### src/hdl/cau_pkg.sv
// Package for the complex arithmetic unit: operation codes, defaults and
// the control word that travels alongside the pipeline data. No dependencies.
`default_nettype none
package cau_pkg;

    localparam int DATA_WIDTH_DEF = 32;
    localparam int FRAC_BITS_DEF  = 16;
    localparam int MODE_W         = 3;

    localparam logic [MODE_W-1:0] MODE_ADD  = 3'd0;
    localparam logic [MODE_W-1:0] MODE_SUB  = 3'd1;
    localparam logic [MODE_W-1:0] MODE_MUL  = 3'd2;
    localparam logic [MODE_W-1:0] MODE_DIV  = 3'd3;
    localparam logic [MODE_W-1:0] MODE_CONJ = 3'd4;

    typedef struct packed {
        logic              valid;
        logic [MODE_W-1:0] mode;
        logic              dz;
    } ctl_t;

endpackage
`default_nettype wire

### src/hdl/cau_back.sv
// Result select, quotient sign/saturation and the output register.
// Uses cau_pkg.
`default_nettype none
module cau_back #(
    parameter int DW = 32
) (
    input  logic           clk,
    input  logic           rst_n,
    input  logic           en,
    input  cau_pkg::ctl_t  ctl,
    input  logic [DW-1:0]  smp_re,
    input  logic [DW-1:0]  smp_im,
    input  logic           smp_ovf,
    input  logic [DW-1:0]  mul_re,
    input  logic [DW-1:0]  mul_im,
    input  logic           mul_ovf,
    input  logic [DW-1:0]  quo_re,
    input  logic [DW-1:0]  quo_im,
    input  logic           big_re,
    input  logic           big_im,
    input  logic           neg_re,
    input  logic           neg_im,
    output logic           out_valid,
    output logic [DW-1:0]  res_re,
    output logic [DW-1:0]  res_im,
    output logic           overflow,
    output logic           div_zero
);
    import cau_pkg::*;

    localparam logic [DW-1:0] LIM_POS = {1'b0, {(DW-1){1'b1}}};
    localparam logic [DW-1:0] LIM_NEG = {1'b1, {(DW-1){1'b0}}};

    function automatic logic [DW:0] qsat(input logic [DW-1:0] q, input logic b,
                                         input logic n);
        logic [DW-1:0] lim;
        logic [DW-1:0] v;
        logic          o;
        lim = n ? LIM_NEG : LIM_POS;
        o   = b || (q > lim);
        v   = o ? lim : q;
        return {o, n ? -v : v};
    endfunction

    logic          valid_reg;
    logic [DW-1:0] re_reg, im_reg, re_next, im_next;
    logic          ovf_reg, ovf_next, dz_reg;
    logic [DW:0]   dq_re, dq_im;

    always_comb
    begin
        dq_re    = qsat(quo_re, big_re, neg_re);
        dq_im    = qsat(quo_im, big_im, neg_im);
        re_next  = '0;
        im_next  = '0;
        ovf_next = 1'b0;
        unique case (ctl.mode)
            MODE_ADD, MODE_SUB, MODE_CONJ:
            begin
                re_next  = smp_re;
                im_next  = smp_im;
                ovf_next = smp_ovf;
            end
            MODE_MUL:
            begin
                re_next  = mul_re;
                im_next  = mul_im;
                ovf_next = mul_ovf;
            end
            MODE_DIV:
            begin
                if (!ctl.dz)
                begin
                    re_next  = dq_re[DW-1:0];
                    im_next  = dq_im[DW-1:0];
                    ovf_next = dq_re[DW] | dq_im[DW];
                end
            end
            default:
            begin
                re_next  = '0;
                im_next  = '0;
                ovf_next = 1'b0;
            end
        endcase
    end

    always_ff @(posedge clk or negedge rst_n)
    begin
        if (!rst_n)
            valid_reg <= 1'b0;
        else if (en)
            valid_reg <= ctl.valid;
    end

    always_ff @(posedge clk)
    begin
        if (en)
        begin
            re_reg  <= re_next;
            im_reg  <= im_next;
            ovf_reg <= ovf_next;
            dz_reg  <= ctl.dz;
        end
    end

    assign out_valid = valid_reg;
    assign res_re    = re_reg;
    assign res_im    = im_reg;
    assign overflow  = ovf_reg;
    assign div_zero  = dz_reg;

    a_dz_zero: assert property (@(posedge clk) disable iff (!rst_n)
        valid_reg && dz_reg |-> re_reg == '0 && im_reg == '0 && !ovf_reg)
        else $error("zero divisor result not cleared");

    a_dz_mode: assert property (@(posedge clk) disable iff (!rst_n)
        en && ctl.valid && ctl.dz |-> ctl.mode == MODE_DIV)
        else $error("zero divisor flag outside divide");

    a_hold: assert property (@(posedge clk) disable iff (!rst_n)
        valid_reg && !en |=> valid_reg && $stable(re_reg) && $stable(im_reg))
        else $error("output register changed while stalled");

endmodule
`default_nettype wire

### config.mk
export PLATFORM = sky130hd
export DESIGN_NAME = cau_back
export DESIGN_NICKNAME = d
export VERILOG_FILES = /design/src/hdl/cau_pkg.sv /design/src/hdl/cau_back.sv
export SDC_FILE = /design/constraint.sdc
export NUM_CORES = 1
export LEC_CHECK = 0
export BUFFER_PORTS_ARGS = -buffer_cell sky130_fd_sc_hd__buf_4
export CAP_MARGIN = 10
export CORE_MARGIN = 4
export CORE_UTILIZATION = 35
export DETAILED_ROUTE_END_ITERATION = 10
export GPL_TIMING_DRIVEN = 0
export PLACE_DENSITY_LB_ADDON = 0.3
export SYNTH_ARGS = -nofsm -noshare
export SYNTH_HDL_FRONTEND = slang
export SYNTH_SLANG_ARGS = --single-unit
### constraint.sdc
create_clock -name clk -period 1.4 [get_ports clk]
set_input_delay 0.35 -clock clk [delete_from_list [all_inputs] [get_ports clk]]
set_output_delay 0.35 -clock clk [all_outputs]
set_load 0.01 [all_outputs]
==> metrics.cfg, run 1 <==
[route]
top_layer = met4
met3_length_um = 3650
drt_iter0_drc = 1067
viasPerCell = 6.28
postRouteWirelength_um = 34500
drc_errors = 0
firstDrtPassIters = 8
vias = 8735
wl_per_cell_um = 24.8
wl_met1_um = 13600
postRouteAntennaNets = 0
met2_length_um = 15700

[sta]
whs_ns = 0.248
period_share_pct = 278
fin_ws_ns = -2.50
fin_setup_tns_ns = -117.14
skew_ns = 0
finalSetupViolCount = 65
max_slew_margin_pct = 32.5
finalCriticalPeriod_ns = 3.90
hold_viol = 0
slew_viol_final = 0
rsz0062_at_grt = yes
tightest_slew_ns = 1.01
fmax_mhz = 257

[synth]
postSynthCellCount = 760
ys_ff_latch = 67
synth_top_cell_by_area = edfxtp_1
synth_edf_count = 66
netlist_area_um2 = 6570
synth_nets = 1032
ys.flop_type = edfxtp_1
synthTopCellsByArea = edfxtp_1 (30%), ha_1 (13%), o21ai_0 (7.1%)
synth_commonest_cells = o21ai_0 (93), edfxtp_1 (66), ha_1 (66), nor2_1 (63), nand2_1 (54)
syn_avg_cell_area_um2 = 8.64
ys_async_sr_fraction_pct = 1.49
synth.most_common_cell = o21ai_0
synth-seq-area-share_pct = 30.6
synth_cell_types = 57
yosys.area.top_type_share_pct = 30.2
yosysWarnings = 0

[die]
dieArea_um2 = 21000
core_um2 = 18200
rows = 49
die_y_um = 145
die_w_um = 145
io_pins = 273
start_util_pct = 36.1

[pwr]
p_leak_nw = 4.80
clkPwrFrac_pct = 33.1
p_sw_mw = 2.89
p_total_mw = 9.27
peakVddDrop_v = 0.000575
pwr-share-comb_pct = 40.0
swShare_pct = 31.1
p_int_mw = 6.38
power_density_nw_per_um2 = 774
seq_power_share_pct = 26.9

[finish]
final_nets = 1429
drive_gt1_share_pct = 50.1
multiInputGateArea_um2 = 5500
stdcell_area_um2 = 12000
antennaDiodeCount = 0
post-route-util_pct = 65.8
n_fill_cell = 1441
stdcell_count = 1391
ff_latch_area_um2 = 2010
syn2layout_area_growth_pct = 82.4

[grt]
grt_pass1_vias = 8384
antenna_found_initial = 0
grt_pass1_wl_um = 48700
grt_max_degree = 68
overflow = 0
grtUsageTotal_pct = 29.5

[clock_network]
clock-sinks = 67
clkTransAtPathRegs_ns = 0.06
cts_tree = yes
numCtsBuffers = 9
htree_levels = 3
clk_path_buf_depth = 2
clock_latency_ns = 0.33
cts_root_buf = clkbuf_16

[place]
port_buffers = 272
hpwl_um = 22700
post-place-ws_ns = -3.56
place_congestion = 0.989
placed_area_um2 = 9210
dp.cells = 1261

[run_status]
outcome = complete, but fails checks
violations = setup timing

[setup_path]
cp-end-kind = register
crit_required_ns = 1.47
worstPathArrival_ns = 3.97
critPathMaxFanout = 5
worstSetupStartpointType = input port
crit_type = in2reg

[flow_run]
timing.max_cap.violations = 0

[min_path]
worst_hold_path_type = in2reg

[layout by cell type (no fill, tap or decap), drive strengths merged, types with 7 or more instances in the layout]
master / synthesis / layout
buf: 5 / 390
o21ai: 94 / 94
edfxtp: 66 / 66
ha: 66 / 66
nor2: 63 / 63
nand2: 54 / 54
a21oi: 52 / 52
clkbuf: 41 / 47
a22oi: 46 / 46
nand3: 31 / 31
nor3: 23 / 23
nand4: 18 / 18
o211ai: 17 / 17
xnor2: 17 / 17
nor4: 17 / 17
a222oi: 13 / 13
mux2i: 12 / 12
inv: 13 / 12
a31oi: 12 / 12
o31ai: 11 / 11
a211oi: 9 / 9
or3: 9 / 9
mux2: 8 / 8
a221oi: 7 / 7
[worst paths after layout]
kind,startpoint,to,slack [ns],depth (start not counted)
setup / recovery,neg_im,res_im[30]$_DFFE_PP_,-2.50,19
hold / removal,ctl[0],div_zero$_DFFE_PP_,0.25,1
setup reg to reg,out_valid$_DFFE_PN0P_,out_valid$_DFFE_PN0P_,0.63,1
hold reg to reg,out_valid$_DFFE_PN0P_,out_valid$_DFFE_PN0P_,0.55,1
max in group asynchronous,rst_n,out_valid$_DFFE_PN0P_,0.99,2
min in group asynchronous,rst_n,out_valid$_DFFE_PN0P_,0.32,2
[sequential cells by signal, summed over array words and instances (netlist names)]
register and count:
out_valid 1, div_zero 1, overflow 1, res_im 32, res_re 32
[power groups by stage]
stage / clock, mW / sequential, mW / combinational (mW)
global route: 3.14 / 2.51 / 3.93
detailed placement: 0 / 2.53 / 2.57
CTS: 3.08 / 2.49 / 3.23
finish: 3.07 / 2.49 / 3.71
global placement: 0 / 2.53 / 2.54
floorplan: 0 / 2.63 / 1.08
[timing repair]
action	4_1_cts	5_1_grt
endpoints found under the setup margin	65	65
pin swaps	74	96
endpoints found under the hold margin	1	0
hold buffers	1	0
setup buffers	98	37
gates cloned	6	2
gates resized for setup	165	126
[worst max-delay path: stages]
cell and delay (ns):
buf_16 0.12, buf_12 0.14, ha_4 0.27, nand4_1 0.15
buf_4 0.19, or3_1 0.39, a21oi_2 0.13, o32a_1 0.21
a21o_1 0.20, clkbuf_16 0.19, nand2_8 0.06, o21ai_4 0.12
ha_4 0.18, and4_1 0.21, and3_4 0.19, nand3b_1 0.11
a211o_1 0.32, a222oi_1 0.32, a21oi_1 0.12
[final cells by class]
type | instances | share of cell area [%]
Multi-Input combinational cell | 634 | 45.9
Timing Repair Buffer | 389 | 28.0
Sequential cell | 67 | 16.8
Buffer | 43 | 3.12
Tap cell | 229 | 2.39
Clock buffer | 9 | 1.88
Clock inverter | 7 | 1.37
Inverter | 13 | 0.564
[metal layers]
layer  vias up  global-route usage [%]
li1       3845                       -
met1      4095                    38.1
met2       656                    49.4
met3       139                    6.55
met4         0                    9.26
met5         -                       0
[cells by family after synthesis]
group           count (synthesis)  synth area share, %
mux                            20                 3.20
xor+xnor                       18                 2.40
flops                          67                 30.6
fa+ha+maj                      66                 12.6
compound gates                290                 28.7
simple gates                  240                 18.9
buf+inv                        59                 3.66
(Power assumes the default switching activity.)
==> run 2, diff against run 1 <==
RECOVER_POWER = 100   (was not set)
==> run 2 against run 1 <==
  * The run still ends with setup timing left
  * Fmax is 0.52% higher
  * Critical path depth stayed put
  * Final area is 2.1% lower
  * Utilization is 1.4 points lower
  * Power is 1.7% lower
  * Non-clock buffer count stayed put
  * Highest routed layer unchanged
  * Sequential share of layout area is 0.37 points higher
  * Hold slack better by 0.028 ns
  * Count of clock-buffer cells in the layout stayed put
==> metrics.cfg, run 2 (synthesis gave the netlist of run 1 again) <==
[route]
viasPerCell = 6.31
postRouteAntennaNets = 0
drc_errors = 0
wl_per_cell_um = 24.9
vias = 8772
postRouteWirelength_um = 34600
drt_iter0_drc = 1033
firstDrtPassIters = 10

[finish]
post-route-util_pct = 64.4
layout_commonest_cell = buf_4
ff_latch_area_um2 = 2010
n_fill_cell = 1514
antennaDiodeCount = 0
multiInputGateArea_um2 = 5500
final_nets = 1429
stdcell_count = 1391
drive_gt1_share_pct = 44.2
syn2layout_area_growth_pct = 78.5
final_cell_mix = buf_4 (252), clkbuf_1 (95), edfxtp_1 (66)

[clock_network]
clock_latency_ns = 0.33
cts_tree = yes
htree_levels = 3
cts_root_buf = clkbuf_16
clk_path_buf_depth = 2
numCtsBuffers = 9
clock-sinks = 67
clkTransAtPathRegs_ns = 0.06

[run_status]
outcome = complete, but fails checks
violations = setup timing

[min_path]
whs_path_depth = 2
worst_hold_path_type = in2reg

[die]
start_util_pct = 36.1
die_w_um = 145
die_y_um = 145
io_pins = 273
dieArea_um2 = 21000
rows = 49
core_um2 = 18200

[grt]
overflow = 0
grt_pass1_wl_um = 48700
grt_max_degree = 68
antenna_found_initial = 0
grt_pass1_vias = 8384
grtUsageTotal_pct = 29.5

[setup_path]
reg2reg_depth = 1
crit_type = in2reg
slowest_delay_ns = 0.39
worstPathArrival_ns = 3.95
cpMostUsedCell = ha_4
worstPathCellList = buf_16 -> buf_12 -> ha_4 -> nand4_1 -> buf_4 -> or3_1 -> a21oi_2 -> o32a_1 -> a21o_1 -> clkbuf_16 -> nand2_8 -> o21ai_4 -> ha_4 -> and4_1 -> and3_4 -> nand3b_1 -> a211o_1 -> a222oi_1 -> a21oi_1
cp-end-kind = register
critPathMaxFanout = 5
critPathSlowestCell = or3_1
crit_required_ns = 1.47
worstSetupStartpointType = input port

[sta]
finalCriticalPeriod_ns = 3.88
period_share_pct = 277
slew_viol_final = 0
hold_viol = 0
tightest_slew_ns = 1.04
finalSetupViolCount = 65
fin_ws_ns = -2.48
fmax_mhz = 258
skew_ns = 0
max_slew_margin_pct = 30.7
rsz0062_at_grt = yes
fin_setup_tns_ns = -117.33

[pwr]
p_leak_nw = 4.55
peakVddDrop_v = 0.000573
power_density_nw_per_um2 = 778

[place]
port_buffers = 272
dp.cells = 1261
post-place-ws_ns = -3.56
place_congestion = 0.989
hpwl_um = 22700

[flow_run]
timing.max_cap.violations = 0

run 2: per-stage QoR:
stage          hold WS, ns  power, mW  cell area, um2
5_1_grt              0.269       9.43           11700
2_1_floorplan       0.0544       3.71            6880
6_report             0.276       9.11           11700
3_3_place_gp         0.128       5.06            9210
3_5_place_dp         0.128       5.10            9210
4_1_cts              0.237       8.81           11200
run 2: timing repair:
| item | in CTS | in global routing |
|---|---|---|
| setup buffers | 98 | 37 |
| cloned | 6 | 2 |
| endpoints found under the hold margin | 1 | 0 |
| hold buffers | 1 | 0 |
| resized for setup | 165 | 126 |
| pin swaps | 74 | 96 |
| endpoints found under the setup margin | 65 | 65 |
run 2: layer usage:
| layer | global-route usage [%] | share of wire [%] |
|---|---|---|
| met1 | 38.1 | 40 |
| met2 | 49.4 | 46 |
| met3 | 6.55 | 10 |
| met4 | 9.26 | 4.3 |
| met5 | 0 | 0 |
run 2: report_power, final:
part	internal [mW]	total [mW]	switching [mW]
sequential	2.44	2.49	0.0534
combinational	1.69	3.57	1.87
clock	2.10	3.06	0.954
total	6.23	9.11	2.88
run 2: worst paths after layout:
| kind | startpoint | end | slack [ns] |
|---|---|---|---|
| setup / recovery | neg_im | res_im[30]$_DFFE_PP_ | -2.48 |
| max in group asynchronous | rst_n | out_valid$_DFFE_PN0P_ | 0.98 |
| setup reg to reg | out_valid$_DFFE_PN0P_ | out_valid$_DFFE_PN0P_ | 0.63 |
| min in group asynchronous | rst_n | out_valid$_DFFE_PN0P_ | 0.34 |
| hold / removal | ctl[4] | out_valid$_DFFE_PN0P_ | 0.28 |
| hold reg to reg | out_valid$_DFFE_PN0P_ | out_valid$_DFFE_PN0P_ | 0.55 |
run 2: layout make-up:
cell class / count / area share (%)
well taps: 229 / 2.45
clock inverters: 7 / 1.40
inverters: 13 / 0.577
flip-flops and latches: 67 / 17.1
multi-input cells: 634 / 46.9
plain buffers: 43 / 3.19
clock buffers: 9 / 1.92
repair buffers: 389 / 26.4
run 2: worst max-delay path, delay by kind of cell:
kind            cells  cell delay [ns]
fa+ha+maj           2             0.45
simple gates        6             1.10
buf+inv             4             0.64
compound gates      7             1.40
